File: src/rrts_pkg.sv
`timescale 1ns / 1ps
// ----------------------------------------------------------------------------
// rrts_pkg
// Shared types and fixed field widths for the round-robin scheduler.
// ----------------------------------------------------------------------------
package rrts_pkg;

	localparam int SVC_W    = 16;
	localparam int ID_OUT_W = 4;
	localparam int TOUT_W   = 16;
	localparam int QLEN_W   = 5;
	localparam int CFG_W    = 8;

	typedef enum logic {
		OP_ARRIVE = 1'b0,
		OP_TICK   = 1'b1
	} op_t;

	// per-cell control: shift toward head, load pushed entry, rewrite head
	typedef struct packed {
		logic pop;
		logic load;
		logic hwr;
	} cell_ctl_t;

endpackage

File: src/rrts_if.sv
`timescale 1ns / 1ps
// ----------------------------------------------------------------------------
// rrts interfaces
// Valid/ready channels for items, results and the quantum register.
// ----------------------------------------------------------------------------
interface rrts_req_if;
	logic                      valid;
	logic                      ready;
	logic                      opcode;
	logic [rrts_pkg::SVC_W-1:0] svc_time;

	modport source (output valid, output opcode, output svc_time, input ready);
	modport sink (input valid, input opcode, input svc_time, output ready);
endinterface

interface rrts_rsp_if;
	logic                        valid;
	logic                        ready;
	logic                        kind;
	logic                        accepted;
	logic [rrts_pkg::ID_OUT_W-1:0] task_id;
	logic                        busy_res;
	logic                        finished;
	logic                        preempted;
	logic [rrts_pkg::TOUT_W-1:0] finish_time;
	logic [rrts_pkg::TOUT_W-1:0] turnaround;
	logic [rrts_pkg::QLEN_W-1:0] queue_length;

	modport source (output valid, output kind, output accepted, output task_id,
		output busy_res, output finished, output preempted, output finish_time,
		output turnaround, output queue_length, input ready);
	modport sink (input valid, input kind, input accepted, input task_id,
		input busy_res, input finished, input preempted, input finish_time,
		input turnaround, input queue_length, output ready);
endinterface

interface rrts_cfg_if;
	logic                       valid;
	logic                       ready;
	logic [rrts_pkg::CFG_W-1:0] data;

	modport source (output valid, output data, input ready);
	modport sink (input valid, input data, output ready);
endinterface

File: src/round_robin_time_slice_scheduler.sv
`timescale 1ns / 1ps
// ----------------------------------------------------------------------------
// round_robin_time_slice_scheduler
// Round-robin time-slice scheduler over a shifting chain of queue cells.
// ----------------------------------------------------------------------------
// the result of an item is registered as the item is taken
// throughput: one item per cycle while each result is taken; the cell chain updates once per item
// the item port stays open while a result waits, as long as the result is taken
// reset: queue empty, time and ids zero, quantum 1; queue cells and arrival table need no clearing
module round_robin_time_slice_scheduler #(
	parameter int MAX_TASKS    = 16,
	parameter int TIME_BITS    = 16,
	parameter int QUANTUM_BITS = 8
) (
	input  logic clk,
	input  logic arst_n,
	rrts_req_if.sink   req,
	rrts_rsp_if.source rsp,
	rrts_cfg_if.sink   cfg
);
	import rrts_pkg::*;

	localparam int IDW  = $clog2(MAX_TASKS);
	localparam int CNTW = $clog2(MAX_TASKS + 1);
	localparam int W    = IDW + SVC_W;

	// cell word: {id, remaining}
	logic [W-1:0]  link [MAX_TASKS+1];
	cell_ctl_t     ctl [MAX_TASKS];
	logic [W-1:0]  push_w;
	logic [W-1:0]  head_w;

	// arrival time per task id
	logic [TIME_BITS-1:0]    arr_q [MAX_TASKS];

	logic [CFG_W-1:0]        quantum_q;
	logic [QUANTUM_BITS-1:0] qleft_q;
	logic [CNTW-1:0]         count_q;
	logic                    pend_q;
	logic [W-1:0]            reqe_q;
	logic [IDW-1:0]          next_id_q;
	logic [TIME_BITS-1:0]    now_q;

	logic                    vld_q;
	logic                    kind_q;
	logic                    acc_q;
	logic [ID_OUT_W-1:0]     tid_q;
	logic                    busy_q;
	logic                    fin_q;
	logic                    pre_q;
	logic [TOUT_W-1:0]       ftime_q;
	logic [TOUT_W-1:0]       tat_q;
	logic [QLEN_W-1:0]       qlen_q;

	logic                    take;
	logic                    is_tick;
	logic [CNTW:0]           occupied;
	logic                    room;
	logic [CNTW-1:0]         cnt1;
	logic                    run;
	logic [IDW-1:0]          h_id;
	logic [SVC_W-1:0]        h_rem;
	logic                    done;
	logic                    qdone;
	logic [SVC_W-1:0]        rem_nx;
	logic                    pop;
	logic                    push_en;
	logic [CNTW-1:0]         cnt_nx;
	logic                    pend_nx;
	logic [TIME_BITS-1:0]    fin_t;
	logic [CFG_W+QUANTUM_BITS-1:0] qwide;
	logic [QUANTUM_BITS-1:0] qmask;
	logic [QUANTUM_BITS-1:0] qload;
	logic [CFG_W+QUANTUM_BITS-1:0] cwide;
	logic [QUANTUM_BITS-1:0] cmask;
	logic [QUANTUM_BITS-1:0] cload;
	logic [TIME_BITS+TOUT_W-1:0] fwide;
	logic [IDW+ID_OUT_W-1:0] iwide;
	logic [IDW+ID_OUT_W-1:0] awide;
	logic [CNTW+QLEN_W:0]    lwide;

	assign req.ready = !vld_q || rsp.ready;
	assign cfg.ready = 1'b1;
	assign take      = req.valid && req.ready;
	assign is_tick   = (op_t'(req.opcode) == OP_TICK);

	// quantum of zero behaves as one
	assign qwide = {{QUANTUM_BITS{1'b0}}, quantum_q};
	assign qmask = qwide[QUANTUM_BITS-1:0];
	assign qload = (qmask == '0) ? QUANTUM_BITS'(1) : qmask;
	assign cwide = {{QUANTUM_BITS{1'b0}}, cfg.data};
	assign cmask = cwide[QUANTUM_BITS-1:0];
	assign cload = (cmask == '0) ? QUANTUM_BITS'(1) : cmask;

	assign occupied = {1'b0, count_q} + (CNTW+1)'(pend_q);
	assign room     = occupied < (CNTW+1)'(MAX_TASKS);
	assign cnt1     = occupied[CNTW-1:0];

	// head after a pending requeue has been appended
	assign head_w = link[0];
	assign h_id   = head_w[W-1 -: IDW];
	assign h_rem  = head_w[SVC_W-1:0];

	assign run    = is_tick && (cnt1 != '0);
	assign done   = h_rem <= SVC_W'(1);
	assign qdone  = qleft_q <= QUANTUM_BITS'(1);
	assign rem_nx = done ? '0 : h_rem - SVC_W'(1);
	assign pop    = run && (done || qdone);

	assign push_en = is_tick ? pend_q : room;
	assign push_w  = is_tick ? reqe_q : {next_id_q, req.svc_time};

	always_comb begin
		if (is_tick) begin
			cnt_nx  = cnt1 - CNTW'(pop);
			pend_nx = run && qdone && !done;
		end else begin
			cnt_nx  = count_q + CNTW'(room);
			pend_nx = pend_q;
		end
	end

	assign fin_t = now_q + TIME_BITS'(1);
	assign fwide = {{TOUT_W{1'b0}}, fin_t};
	assign iwide = {{ID_OUT_W{1'b0}}, h_id};
	assign awide = {{ID_OUT_W{1'b0}}, next_id_q};
	assign lwide = {{QLEN_W{1'b0}}, cnt_nx} + (CNTW+QLEN_W+1)'(pend_nx);

	genvar gi;
	generate
		for (gi = 0; gi < MAX_TASKS; gi++) begin : g_cell
			always_comb begin
				ctl[gi].pop  = take && pop;
				ctl[gi].load = take && push_en && (count_q == CNTW'(gi));
				ctl[gi].hwr  = take && run && !pop && (gi == 0);
			end

			rrts_cell #(
				.W(W)
			) u_cell (
				.clk    (clk),
				.ctl    (ctl[gi]),
				.push_d (push_w),
				.head_d ({h_id, rem_nx}),
				.up_d   (link[gi+1]),
				.dn_d   (link[gi])
			);
		end
	endgenerate

	assign link[MAX_TASKS] = '0;

	always_ff @(posedge clk or negedge arst_n) begin
		if (!arst_n) begin
			quantum_q <= CFG_W'(1);
			qleft_q   <= QUANTUM_BITS'(1);
			count_q   <= '0;
			pend_q    <= 1'b0;
			next_id_q <= '0;
			now_q     <= '0;
			vld_q     <= 1'b0;
		end else begin
			if (take) begin
				vld_q <= 1'b1;
			end else if (rsp.ready) begin
				vld_q <= 1'b0;
			end
			if (take) begin
				count_q <= cnt_nx;
				pend_q  <= pend_nx;
				if (is_tick) begin
					now_q <= fin_t;
				end else if (room) begin
					next_id_q <= (next_id_q == IDW'(MAX_TASKS - 1)) ? '0
						: next_id_q + IDW'(1);
				end
			end
			if (cfg.valid) begin
				quantum_q <= cfg.data;
				qleft_q   <= cload;
			end else if (take && run) begin
				qleft_q <= pop ? qload : qleft_q - QUANTUM_BITS'(1);
			end
		end
	end

	// result register and preempted task hold
	always_ff @(posedge clk) begin
		if (take) begin
			kind_q  <= is_tick;
			acc_q   <= !is_tick && room;
			busy_q  <= run;
			fin_q   <= run && done;
			pre_q   <= run && qdone && !done;
			qlen_q  <= lwide[QLEN_W-1:0];
			ftime_q <= (run && done) ? fwide[TOUT_W-1:0] : '0;
			tat_q   <= (run && done) ? TOUT_W'(fin_t - arr_q[h_id]) : '0;
			if (is_tick) begin
				tid_q <= run ? iwide[ID_OUT_W-1:0] : '0;
			end else begin
				tid_q <= room ? awide[ID_OUT_W-1:0] : '0;
			end
			if (!is_tick && room) begin
				arr_q[next_id_q] <= now_q;
			end
			if (run && qdone && !done) begin
				reqe_q <= {h_id, rem_nx};
			end
		end
	end

	assign rsp.valid        = vld_q;
	assign rsp.kind         = kind_q;
	assign rsp.accepted     = acc_q;
	assign rsp.task_id      = tid_q;
	assign rsp.busy_res     = busy_q;
	assign rsp.finished     = fin_q;
	assign rsp.preempted    = pre_q;
	assign rsp.finish_time  = ftime_q;
	assign rsp.turnaround   = tat_q;
	assign rsp.queue_length = qlen_q;

endmodule

File: src/rrts_cell.sv
`timescale 1ns / 1ps
// ----------------------------------------------------------------------------
// rrts_cell
// One ready-queue slot; shifts toward the head on a pop.
// ----------------------------------------------------------------------------
module rrts_cell #(
	parameter int W = 40
) (
	input  logic               clk,
	input  rrts_pkg::cell_ctl_t ctl,
	input  logic [W-1:0]       push_d,
	input  logic [W-1:0]       head_d,
	input  logic [W-1:0]       up_d,
	output logic [W-1:0]       dn_d
);
	import rrts_pkg::*;

	logic [W-1:0] slot_q;

	// contents after a possible push, handed to the neighbor nearer the head
	assign dn_d = ctl.load ? push_d : slot_q;

	always_ff @(posedge clk) begin
		if (ctl.pop) begin
			slot_q <= up_d;
		end else if (ctl.hwr) begin
			slot_q <= head_d;
		end else begin
			slot_q <= dn_d;
		end
	end

endmodule

File: src/flat_wrapper.sv
// flat-port wrapper written by rule: the top's interface ports become plain ports
module round_robin_time_slice_scheduler_flat import rrts_pkg::*;
#(
	parameter int MAX_TASKS    = 16,
	parameter int TIME_BITS    = 16,
	parameter int QUANTUM_BITS = 8
)
  (clk, arst_n, req_valid, req_opcode, req_svc_time, req_ready, rsp_valid, rsp_kind, rsp_accepted, rsp_task_id, rsp_busy_res, rsp_finished, rsp_preempted, rsp_finish_time, rsp_turnaround, rsp_queue_length, rsp_ready, cfg_valid, cfg_data, cfg_ready);
  rrts_req_if req_i ();
  rrts_rsp_if rsp_i ();
  rrts_cfg_if cfg_i ();
  input  logic clk;
  input  logic arst_n;
  input wire logic [$bits(req_i.valid)-1:0] req_valid;
  input wire logic [$bits(req_i.opcode)-1:0] req_opcode;
  input wire logic [$bits(req_i.svc_time)-1:0] req_svc_time;
  output wire logic [$bits(req_i.ready)-1:0] req_ready;
  output wire logic [$bits(rsp_i.valid)-1:0] rsp_valid;
  output wire logic [$bits(rsp_i.kind)-1:0] rsp_kind;
  output wire logic [$bits(rsp_i.accepted)-1:0] rsp_accepted;
  output wire logic [$bits(rsp_i.task_id)-1:0] rsp_task_id;
  output wire logic [$bits(rsp_i.busy_res)-1:0] rsp_busy_res;
  output wire logic [$bits(rsp_i.finished)-1:0] rsp_finished;
  output wire logic [$bits(rsp_i.preempted)-1:0] rsp_preempted;
  output wire logic [$bits(rsp_i.finish_time)-1:0] rsp_finish_time;
  output wire logic [$bits(rsp_i.turnaround)-1:0] rsp_turnaround;
  output wire logic [$bits(rsp_i.queue_length)-1:0] rsp_queue_length;
  input wire logic [$bits(rsp_i.ready)-1:0] rsp_ready;
  input wire logic [$bits(cfg_i.valid)-1:0] cfg_valid;
  input wire logic [$bits(cfg_i.data)-1:0] cfg_data;
  output wire logic [$bits(cfg_i.ready)-1:0] cfg_ready;
  assign req_i.valid = req_valid;
  assign req_i.opcode = req_opcode;
  assign req_i.svc_time = req_svc_time;
  assign req_ready = req_i.ready;
  assign rsp_valid = rsp_i.valid;
  assign rsp_kind = rsp_i.kind;
  assign rsp_accepted = rsp_i.accepted;
  assign rsp_task_id = rsp_i.task_id;
  assign rsp_busy_res = rsp_i.busy_res;
  assign rsp_finished = rsp_i.finished;
  assign rsp_preempted = rsp_i.preempted;
  assign rsp_finish_time = rsp_i.finish_time;
  assign rsp_turnaround = rsp_i.turnaround;
  assign rsp_queue_length = rsp_i.queue_length;
  assign rsp_i.ready = rsp_ready;
  assign cfg_i.valid = cfg_valid;
  assign cfg_i.data = cfg_data;
  assign cfg_ready = cfg_i.ready;
  round_robin_time_slice_scheduler #(.MAX_TASKS(MAX_TASKS), .TIME_BITS(TIME_BITS), .QUANTUM_BITS(QUANTUM_BITS)) u_core (.clk(clk), .arst_n(arst_n), .req(req_i), .rsp(rsp_i), .cfg(cfg_i));
endmodule
File: config.mk
export PLATFORM = sky130hd
export DESIGN_NAME = round_robin_time_slice_scheduler_flat
export DESIGN_NICKNAME = d
export VERILOG_FILES = /design/src/rrts_pkg.sv /design/src/rrts_if.sv /design/src/round_robin_time_slice_scheduler.sv /design/src/rrts_cell.sv /design/src/flat_wrapper.sv
export SDC_FILE = /design/constraint.sdc
export NUM_CORES = 1
export LEC_CHECK = 0
export BUFFER_PORTS_ARGS = -buffer_cell sky130_fd_sc_hd__buf_4
export CELL_PAD_IN_SITES_DETAIL_PLACEMENT = 1
export CELL_PAD_IN_SITES_GLOBAL_PLACEMENT = 1
export CORE_MARGIN = 8
export CORE_UTILIZATION = 40
export DETAILED_ROUTE_END_ITERATION = 10
export PLACE_DENSITY = 0.64
export SLEW_MARGIN = 10
export SYNTH_ARGS = -nofsm -noshare
export SYNTH_HDL_FRONTEND = slang
export SYNTH_SLANG_ARGS = --single-unit
File: constraint.sdc
create_clock -name clk -period 9.2 [get_ports clk]
set_clock_uncertainty 0.05 [all_clocks]
set_input_delay 1.84 -clock clk [delete_from_list [all_inputs] [get_ports clk]]
set_output_delay 1.84 -clock clk [all_outputs]
set_load 0.005 [all_outputs]
==> results.py, run 1 <==
metrics = {
    "outcome": {
        "status": "finished clean",
    },
    "route": {
        "postRouteAntennaNets": 0,
        "post-route-drc-count": 0,
        "dr.first_iter.drc_count": 1448,
        "routed_wl_um": 82260,
        "vias_per_cell": 5.800,
        "dr.pass1.iters": 5,
        "vias": 19960,
        "wl_per_cell_um": 23.90,
    },
    "die": {
        "rows": 97,
        "die_area_um2": 78490,
        "die_h_um": 280.2,
        "core-area_um2": 69540,
        "dieWidth_um": 280.2,
        "start_util": 0.4014,
        "pin_count": 79,
    },
    "worst_hold_path": {
        "holdPathStages": 2,
        "min_to": "u_core.g_cell[15].u_cell.slot_q[14]",
        "min_from": "u_core.g_cell[15].u_cell.slot_q[14]",
        "hp-class": "reg2reg",
    },
    "setup_path": {
        "slowest_delay_ns": 0.53,
        "crit_type": "in2reg",
        "r2r-end": "u_core.rsp.turnaround[14]",
        "path_buf_inv": 3,
        "r2r_cells": 23,
        "critPathLaunchType": "input port",
        "r2r_start": "u_core.count_q[0]",
        "crit_top_cell": "a21oi_1",
        "cp.arrival_ns": 7.24,
        "cp_top_family": "compound AO/OA/AOI/OAI gates",
        "path_max_fanout": 44,
        "crit_chain": "buf_4 > nand2b_1 > and4_1 > and4_1 > or2_2 > inv_2 > mux4_2 > and2_1 > a211oi_1 > a21oi_1 > ha_1 > inv_1 > fa_1 > a21o_1 > a21o_1 > a21oi_1 > o21ai_0 > a41oi_1 > a21oi_1 > a311oi_1 > xor2_1 > nor2_1",
        "rrSetupSlack_ns": 2.94,
        "crit_required_ns": 9.47,
        "crit_path_end_kind": "flop",
        "crit_slowest_cell": "buf_4",
    },
    "synth": {
        "yosysTopAreaCellShare": 0.3464,
        "synth_seq_cells": 685,
        "synth_xor_area_frac": 0.02259,
        "synth_simple_gate_area_frac": 0.07836,
        "syn-num-nets": 2472,
        "syn_area_per_cell_um2": 11.59,
        "synth.area.top_cells": "edfxtp_1 (35%), dfxtp_1 (23%), a21oi_1 (6.6%), o22ai_1 (6.3%), mux4_2 (5.0%)",
        "synth_compound_area_frac": 0.1704,
        "synthCells": 2409,
        "yosysTopAreaCell": "edfxtp_1",
        "yosys_most_used_dff": "edfxtp_1",
        "synth_edf_count": 322,
        "synth_seq_area_share": 0.6146,
        "muxShareOfSynthArea": 0.06339,
        "async_flop_share": 0.06277,
        "synth_top_family_by_area": "compound AO/OA/AOI/OAI gates",
        "ys.warnings.count": 0,
        "synth_cell_types": 74,
        "synthAdderAreaFrac": 0.01506,
        "syn_area_um2": 27910,
    },
    "timing": {
        "rsz0062_at_grt": "false",
        "slew_headroom": 0.1497,
        "fmax_mhz": 143.4,
        "hold_slack_ns": 0.4511,
        "final_hold_viol_count": 0,
        "setup_violations": 0,
        "maxSlewViolCount": 0,
        "setup-tns-final_ns": 0,
        "final.min_clock_period_ns": 6.972,
        "period_share": 0.7579,
        "worstMarginPinSlew_ns": 1.251,
    },
    "final_layout": {
        "layout_commonest_cell": "a21oi_1",
        "most-common-layout-cells": "a21oi_1 (366), edfxtp_1 (322), dfxtp_1 (320)",
        "drive_gt1_frac": 0.1539,
        "finish.utilization": 0.4578,
        "nets": 2506,
        "synthToLayoutAreaGrowth_pct": 14.05,
        "n_antenna_cell": 0,
        "final_cells": 3441,
    },
    "clock_network": {
        "insertion_delay_ns": 0.61,
        "cts_buffers": 74,
        "cts-root-buf": "clkbuf_16",
        "clkSlewWorstSetupHoldPaths_ns": 0.06,
        "post_cts_buffers": 0,
        "h-tree-depth": 3,
        "cts_tree": "yes",
        "hold_buffers": 0,
        "cts_resized": 0,
        "cts.sinks": 685,
        "clockBufferDepth": 3,
    },
    "place": {
        "hpwl_um": 53670,
        "gp_congestion": 0.8266,
        "place_inst": 3307,
        "portBuffers": 77,
    },
    "pwr": {
        "power.density_nw_per_um2": 331.1,
        "total_power_uw": 10540,
        "p_leak_uw": 0.01149,
        "ir_drop_mv": 0.1378,
    },
    "global_routing": {
        "grt_pass1_wl_um": 127600,
        "antenna_found_initial": 1,
        "grt_usage": 0.2061,
        "grt_max_degree": 67,
        "grt_pass1_vias": 21200,
        "overflow": 0,
    },
    "flow_run": {
        "max-cap-violations": 0,
    },
}
## through the flow
step,setup WS (ns),instance area (µm²)
5_1_grt,1.816,31830
2_1_floorplan,2.665,27910
3_5_place_dp,1.607,29460
3_3_place_gp,1.740,29460
6_report,2.228,31830
4_1_cts,2.230,31830
## routing by layer
| metal | track usage | up-vias | routed length (µm) |
|---|---|---|---|
| met3 | 0.03450 | 104 | 4030 |
| li1 | - | 9183 | - |
| met5 | 0 | - | 13 |
| met1 | 0.2841 | 10220 | 38100 |
| met4 | 0.05639 | 2 | 1583 |
| met2 | 0.3349 | 449 | 38530 |
## worst max path at each step
| stage | cells after the start | from | endpoint |
|---|---|---|---|
| 3_3_place_gp | 22 | req_opcode | u_core.rsp.turnaround[14] |
| 2_1_floorplan | 12 | rsp_ready | u_core.reqe_q[0] |
| 6_report | 22 | req_opcode | u_core.rsp.turnaround[14] |
| 5_1_grt | 22 | req_opcode | u_core.rsp.turnaround[14] |
| 3_5_place_dp | 22 | req_opcode | u_core.rsp.turnaround[14] |
| 4_1_cts | 22 | req_opcode | u_core.rsp.turnaround[14] |
## power breakdown
group / internal [µW] / switching [µW] / leakage, µW / total (µW)
registers: 4050 / 602 / 0.00613 / 4650
logic: 1290 / 1670 / 0.00421 / 2970
clock network: 1690 / 1230 / 0.00116 / 2920
total: 7040 / 3500 / 0.0115 / 10500
## cell type report
cell class,count,area [µm²]
timing repair buffer,142,1066
fill,7243,37710
tap,940,1176
clock inverter,21,207.7
sequential,685,17150
multi-input combinational,1506,9936
inverter,34,131.4
clock buffer,113,2163
## worst reg2reg max path, stage by stage (launching register included)
cell and delay (ns):
dfrtp_1 0.49, ha_1 0.29, ha_1 0.32, a31oi_1 0.17
or2_2 0.43, and4_1 0.24, or2_2 0.34, inv_2 0.53
mux4_2 0.33, and2_1 0.13, a211oi_1 0.05, a21oi_1 0.13
ha_1 0.15, inv_1 0.07, fa_1 0.47, a21o_1 0.18
a21o_1 0.20, a21oi_1 0.20, o21ai_0 0.14, a41oi_1 0.32
a21oi_1 0.15, a311oi_1 0.35, xor2_1 0.18, nor2_1 0.05
## state kept, by name, summed over array words and instances, names as in the netlist
register / flops
u_core.next_id_q: 4
u_core.qmask: 8
u_core.rsp.preempted: 1
u_core.rsp.finish_time: 16
u_core.rsp.turnaround: 16
u_core.rsp.accepted: 1
u_core.rsp.task_id: 4
u_core.count_q: 5
u_core.rsp.finished: 1
u_core.rsp.busy_res: 1
u_core.arr_q: 256
u_core.now_q: 16
u_core.qleft_q: 8
u_core.rsp.kind: 1
u_core.reqe_q: 20
u_core.rsp.valid: 1
u_core.pend_q: 1
u_core.g_cell.u_cell.slot_q: 320
u_core.rsp.queue_length: 5
## cell usage after synthesis (11+ instances only)
library cell,count
a21oi_1,367
nor4_1,12
o22ai_1,282
xor2_1,29
nand2_1,193
or3_1,11
inv_1,28
dfrtp_1,41
nand3_1,33
clkbuf_1,98
nor2_1,136
and3_1,20
ha_1,32
nand2b_1,11
edfxtp_1,322
buf_2,49
mux4_2,62
a211oi_1,36
dfxtp_1,320
o21ai_0,45
xnor2_1,43
buf_4,17
mux2i_1,28
o211ai_1,12
nor3_1,30
buf_1,14
## logic make-up (layout without fill, tap and decap cells)
family                     count (synthesis)  in the layout
AOI/OAI and AO/OA                        814            814
DFF                                      685            685
and+or+nand+nor                          488            488
buffers and inverters                    218            310
muxes                                     98             98
xor gates and xnor gates                  72             72
adders and majority gates                 33             33
other                                      1              1
No activity file was read; power rests on OpenSTA's default activity.
==> inputs of run 2 (changes only) <==
==> constraint.sdc (replaced) <==
create_clock -name clk -period 7 [get_ports clk]
set_clock_uncertainty 0.05 [all_clocks]
set_input_delay 1.4 -clock clk [delete_from_list [all_inputs] [get_ports clk]]
set_output_delay 1.4 -clock clk [all_outputs]
set_load 0.005 [all_outputs]
==> run 2 against run 1 <==
Against the previous run: sequential share of layout area decreased by 0.45 points; design area increased by 0.85%; count of clock-buffer cells in the layout decreased by 16; power increased by 35%; routed wire length increased by 1.2%; die area unchanged; sequential cell count unchanged; worst setup slack got worse by 1.3 ns; critical endpoint unchanged; largest cell class unchanged; highest routed layer is now met4.
==> results.py, run 2 (same netlist as run 1, synthesis figures left out) <==
metrics = {
    "outcome": {
        "status": "finished clean",
    },
    "timing": {
        "slew_headroom": 0.2444,
        "setup-tns-final_ns": 0,
        "final.min_clock_period_ns": 6.118,
        "fmax_mhz": 163.5,
        "rsz0062_at_grt": "false",
        "maxSlewViolCount": 0,
        "final_hold_viol_count": 0,
        "hold_slack_ns": 0.4530,
        "worst_slack_ns": 0.8824,
        "period_share": 0.8739,
        "setup_violations": 0,
        "worstMarginPinSlew_ns": 1.133,
    },
    "route": {
        "vias_per_cell": 5.847,
        "vias": 20210,
        "post-route-drc-count": 0,
        "postRouteAntennaNets": 0,
        "dr.pass1.iters": 5,
        "routed_wl_um": 83280,
        "dr.first_iter.drc_count": 1309,
        "wl_per_cell_um": 24.09,
    },
    "die": {
        "pin_count": 79,
        "rows": 97,
        "dieWidth_um": 280.2,
        "core-area_um2": 69540,
        "die_area_um2": 78490,
        "start_util": 0.4014,
        "die_h_um": 280.2,
    },
    "clock_network": {
        "cts_tree": "yes",
        "cts-root-buf": "clkbuf_16",
        "clkSlewWorstSetupHoldPaths_ns": 0.06,
        "clockBufferDepth": 3,
        "insertion_delay_ns": 0.62,
        "h-tree-depth": 3,
        "cts.sinks": 685,
        "cts_resized": 0,
        "cts_buffers": 77,
        "post_cts_buffers": 0,
        "hold_buffers": 0,
    },
    "place": {
        "hpwl_um": 54530,
        "portBuffers": 77,
        "dpl_cell_area_um2": 29560,
        "post-place-ws_ns": 0.3108,
        "gp_congestion": 0.8417,
    },
    "global_routing": {
        "grt_pass1_wl_um": 129200,
        "grt_usage": 0.2096,
        "grt_pass1_vias": 21350,
        "overflow": 0,
        "grt_max_degree": 53,
        "antenna_found_initial": 0,
    },
    "worst_hold_path": {
        "holdPathStages": 2,
        "min_from": "u_core.g_cell[15].u_cell.slot_q[17]",
        "hp-class": "reg2reg",
        "min_to": "u_core.g_cell[15].u_cell.slot_q[17]",
    },
    "final_layout": {
        "top_regs": "u_core.g_cell.u_cell.slot_q: 320 flops, u_core.arr_q: 256 flops, u_core.reqe_q: 20 flops",
        "final-seq-area_um2": 17150,
        "most-common-layout-cells": "a21oi_1 (366), edfxtp_1 (322), dfxtp_1 (320)",
        "layout_commonest_cell": "a21oi_1",
        "largest_reg_flops": 320,
        "nets": 2522,
        "synthToLayoutAreaGrowth_pct": 15.02,
        "regMostFlops": "u_core.g_cell.u_cell.slot_q",
        "n_antenna_cell": 0,
        "drive_gt1_frac": 0.1649,
        "fill_cells": 7240,
        "multi_input_area_um2": 9925,
        "final_area_um2": 32100,
    },
    "setup_path": {
        "critPathLaunchType": "flop",
        "crit_path_end_kind": "flop",
        "path_max_fanout": 13,
        "r2r_cells": 23,
        "r2r-end": "u_core.rsp.turnaround[14]",
        "crit_required_ns": 7.28,
        "rrSetupSlack_ns": 0.88,
        "crit_type": "reg2reg",
        "cp.arrival_ns": 6.39,
        "r2r_start": "u_core.count_q[0]",
    },
    "flow_run": {
        "max-cap-violations": 0,
    },
    "pwr": {
        "clockPowerShare": 0.287,
        "switchingPower_uw": 4774,
        "p_int_uw": 9449,
        "p_comb_frac": 0.282,
        "switching_share": 0.3357,
        "ir_drop_mv": 0.2009,
        "p_leak_uw": 0.01166,
        "p_seq_frac": 0.431,
        "power.density_nw_per_um2": 443.0,
    },
}
-- run 2: worst max-delay path: stages (launching register included) --
cell and delay (ns):
dfrtp_1 0.51, ha_1 0.30, ha_1 0.33, a31oi_1 0.16, or2_2 0.44, and4_1 0.24, or2_2 0.35, inv_2 0.20
buf_4 0.26, mux4_2 0.22, a211oi_1 0.07, a21oi_1 0.18, ha_1 0.17, inv_1 0.07, fa_1 0.46, a21o_1 0.17
a21o_1 0.19, a21oi_1 0.24, o21ai_0 0.19, a41oi_1 0.30, a21oi_1 0.13, a311oi_1 0.33, xor2_1 0.18, nor2_1 0.06
-- run 2: cell type report --
| type | count | area share |
|---|---|---|
| flip-flops and latches | 685 | 0.5343 |
| repair buffers | 155 | 0.03663 |
| multi-input cells | 1506 | 0.3091 |
| clock inverters | 40 | 0.01298 |
| clock buffers | 97 | 0.06621 |
| well taps | 940 | 0.03663 |
| inverters | 34 | 0.004092 |
-- run 2: metal layers --
layer,vias up,track usage,wire [µm]
li1,9209,-,-
met1,10350,0.2902,38090
met2,532,0.3390,38820
met3,126,0.03409,4474
met4,0,0.05892,1894
met5,-,0,0
-- run 2: metrics by stage --
| step | std cells | total power (µW) | util |
|---|---|---|---|
| floorplan | 2409 | 8787 | - |
| global placement | 3320 | 9972 | 0.4251 |
| detailed placement | 3320 | 10150 | 0.4251 |
| CTS | 3457 | 14300 | 0.4617 |
| global route | 3457 | 15000 | 0.4617 |
| finish | 3457 | 14220 | 0.4617 |
-- run 2: power groups by stage --
| stage | registers, µW | logic [µW] | clock network (µW) |
|---|---|---|---|
| global placement | 6140 | 3830 | 0 |
| CTS | 6110 | 4020 | 4170 |
| floorplan | 5820 | 2960 | 0 |
| global route | 6240 | 4440 | 4320 |
| finish | 6130 | 4010 | 4080 |
| detailed placement | 6180 | 3970 | 0 |
-- run 2: how the worst max path moves through the flow --
stage / cells past startpoint / end / start
6_report: 23 / u_core.rsp.turnaround[14] / u_core.count_q[0]
2_1_floorplan: 12 / u_core.reqe_q[0] / rsp_ready
5_1_grt: 22 / u_core.rsp.turnaround[15] / u_core.count_q[0]
3_5_place_dp: 21 / u_core.rsp.turnaround[15] / req_opcode
4_1_cts: 22 / u_core.rsp.turnaround[15] / u_core.count_q[0]
3_3_place_gp: 21 / u_core.rsp.turnaround[15] / req_opcode
==> inputs of run 3 (changes only) <==
--- a/config.mk
+++ b/config.mk
@@ -6,12 +6,10 @@
 export NUM_CORES = 1
 export LEC_CHECK = 0
 export BUFFER_PORTS_ARGS = -buffer_cell sky130_fd_sc_hd__buf_4
-export CELL_PAD_IN_SITES_DETAIL_PLACEMENT = 1
-export CELL_PAD_IN_SITES_GLOBAL_PLACEMENT = 1
 export CORE_MARGIN = 8
 export CORE_UTILIZATION = 40
 export DETAILED_ROUTE_END_ITERATION = 10
-export PLACE_DENSITY = 0.64
+export PLACE_DENSITY = 0.54
 export SLEW_MARGIN = 10
 export SYNTH_ARGS = -nofsm -noshare
 export SYNTH_HDL_FRONTEND = slang
==> run 3 against run 2 <==
Against the previous run: via count down 2.6%; utilization is 0.074 points lower; combinational power decreased by 2%; worst hold slack barely moved.
==> results.py, run 3 (same netlist as run 1, synthesis figures left out) <==
metrics = {
    "die": {
        "dieWidth_um": 280.2,
        "die_h_um": 280.2,
        "core-area_um2": 69540,
        "pin_count": 79,
        "rows": 97,
        "die_area_um2": 78490,
        "start_util": 0.4014,
    },
    "timing": {
        "worstMarginPinSlew_ns": 1.185,
        "final.min_clock_period_ns": 6.328,
        "setup_violations": 0,
        "maxSlewViolCount": 0,
        "fmax_mhz": 158.0,
        "slew_headroom": 0.1942,
        "final_hold_viol_count": 0,
        "period_share": 0.9040,
        "setup-tns-final_ns": 0,
        "rsz0062_at_grt": "false",
    },
    "clock_network": {
        "cts_buffers": 76,
        "clkSlewWorstSetupHoldPaths_ns": 0.06,
        "insertion_delay_ns": 0.63,
        "cts.sinks": 685,
        "clockBufferDepth": 3,
        "cts_resized": 0,
        "cts_tree": "yes",
        "h-tree-depth": 3,
        "cts-root-buf": "clkbuf_16",
        "post_cts_buffers": 0,
        "hold_buffers": 0,
    },
    "outcome": {
        "status": "finished clean",
    },
    "final_layout": {
        "regMostFlops": "u_core.g_cell.u_cell.slot_q",
        "largest_reg_flops": 320,
        "n_antenna_cell": 0,
        "finish.utilization": 0.4609,
        "synthToLayoutAreaGrowth_pct": 14.84,
        "fill_cells": 6298,
        "most-common-layout-cells": "a21oi_1 (366), edfxtp_1 (322), dfxtp_1 (320)",
        "top_regs": "u_core.g_cell.u_cell.slot_q: 320 flops, u_core.arr_q: 256 flops, u_core.reqe_q: 20 flops",
        "layout_commonest_cell": "a21oi_1",
        "drive_gt1_frac": 0.1602,
        "nets": 2516,
    },
    "setup_path": {
        "path_max_fanout": 18,
        "cp_top_family": "compound AO/OA/AOI/OAI gates",
        "crit_required_ns": 7.28,
        "critPathLaunchType": "flop",
        "r2r_cells": 23,
        "crit_chain": "ha_1 > ha_1 > a31oi_1 > or2_2 > and4_1 > or2_2 > inv_2 > buf_4 > mux4_2 > a211oi_1 > a21oi_1 > ha_1 > inv_1 > fa_1 > a21o_1 > a21o_1 > a21oi_1 > o21ai_0 > a41oi_1 > a21oi_1 > a311oi_1 > xor2_1 > nor2_1",
        "path_buf_inv": 3,
        "cp.depth": 23,
        "r2r-end": "u_core.rsp.turnaround[14]",
        "r2r_start": "u_core.count_q[0]",
        "slowest_delay_ns": 0.47,
        "cp.arrival_ns": 6.60,
        "crit_slowest_cell": "dfrtp_1",
        "crit_path_end_kind": "flop",
        "rrSetupSlack_ns": 0.67,
        "crit_type": "reg2reg",
    },
    "route": {
        "vias": 19690,
        "wl_per_cell_um": 22.00,
        "routed_wl_um": 76000,
        "vias_per_cell": 5.700,
        "dr.first_iter.drc_count": 1763,
        "post-route-drc-count": 0,
        "postRouteAntennaNets": 0,
        "dr.pass1.iters": 5,
    },
    "pwr": {
        "ir_drop_mv": 0.1859,
        "power.density_nw_per_um2": 437.2,
        "p_leak_uw": 0.01162,
    },
    "worst_hold_path": {
        "hp-class": "reg2reg",
        "min_to": "u_core.g_cell[15].u_cell.slot_q[0]",
        "min_from": "u_core.g_cell[15].u_cell.slot_q[0]",
        "holdPathStages": 2,
    },
    "global_routing": {
        "grt_pass1_vias": 19720,
        "grt_max_degree": 53,
        "grt_pass1_wl_um": 117700,
        "overflow": 0,
        "antenna_found_initial": 2,
        "grt_usage": 0.1901,
    },
    "flow_run": {
        "max-cap-violations": 0,
    },
    "place": {
        "gp_congestion": 0.8602,
        "hpwl_um": 49440,
        "portBuffers": 77,
    },
}
[run 3: metrics by stage]
| step | hold slack [ns] | setup slack (ns) | instances | area [µm²] | power (µW) |
|---|---|---|---|---|---|
| floorplan | 0.4283 | 0.9046 | 2409 | 27910 | 8787 |
| global placement | 0.4370 | 0.4811 | 3315 | 29510 | 9939 |
| detailed placement | 0.4453 | 0.2895 | 3315 | 29510 | 10020 |
| CTS | 0.4536 | 0.7250 | 3455 | 32040 | 14100 |
| global route | 0.4722 | 0.3061 | 3455 | 32050 | 14800 |
| finish | 0.4531 | 0.6718 | 3455 | 32050 | 14010 |
[run 3: worst max path at each step]
| stage | start | to |
|---|---|---|
| after global routing | u_core.count_q[0] | u_core.rsp.turnaround[14] |
| final | u_core.count_q[0] | u_core.rsp.turnaround[14] |
| after detailed placement | rsp_ready | u_core.rsp.turnaround[14] |
| after CTS | u_core.count_q[0] | u_core.rsp.turnaround[14] |
| after global placement | rsp_ready | u_core.rsp.turnaround[14] |
| after floorplan | rsp_ready | u_core.reqe_q[0] |
[run 3: tightest hold or removal path, cell delays in order (launching register included)]
cell and delay [ns]:
dfxtp_1 0.31, nor2_1 0.10, a211oi_1 0.05
[run 3: final cells by class]
class | instances | area (µm²) | share of cell area
Timing Repair Buffer | 150 | 1126 | 0.03513
Clock inverter | 32 | 366.6 | 0.01144
Sequential cell | 685 | 17150 | 0.5352
Tap cell | 940 | 1176 | 0.03669
Multi-Input combinational cell | 1506 | 9933 | 0.3099
Inverter | 34 | 131.4 | 0.004099
Clock buffer | 108 | 2166 | 0.06757
[run 3: layer usage]
metal | track usage | wire length [µm] | vias up
li1 | - | - | 9217
met1 | 0.2690 | 35430 | 9834
met2 | 0.2964 | 34500 | 532
met3 | 0.03766 | 4534 | 107
met4 | 0.05187 | 1523 | 2
met5 | 0 | 12 | -
[run 3: power breakdown]
part / switching [µW] / total [µW] / internal [µW] / leakage, µW
clock: 1650 / 4020 / 2370 / 0.00125
combinational: 2210 / 3930 / 1720 / 0.00425
sequential: 731 / 6060 / 5330 / 0.00613
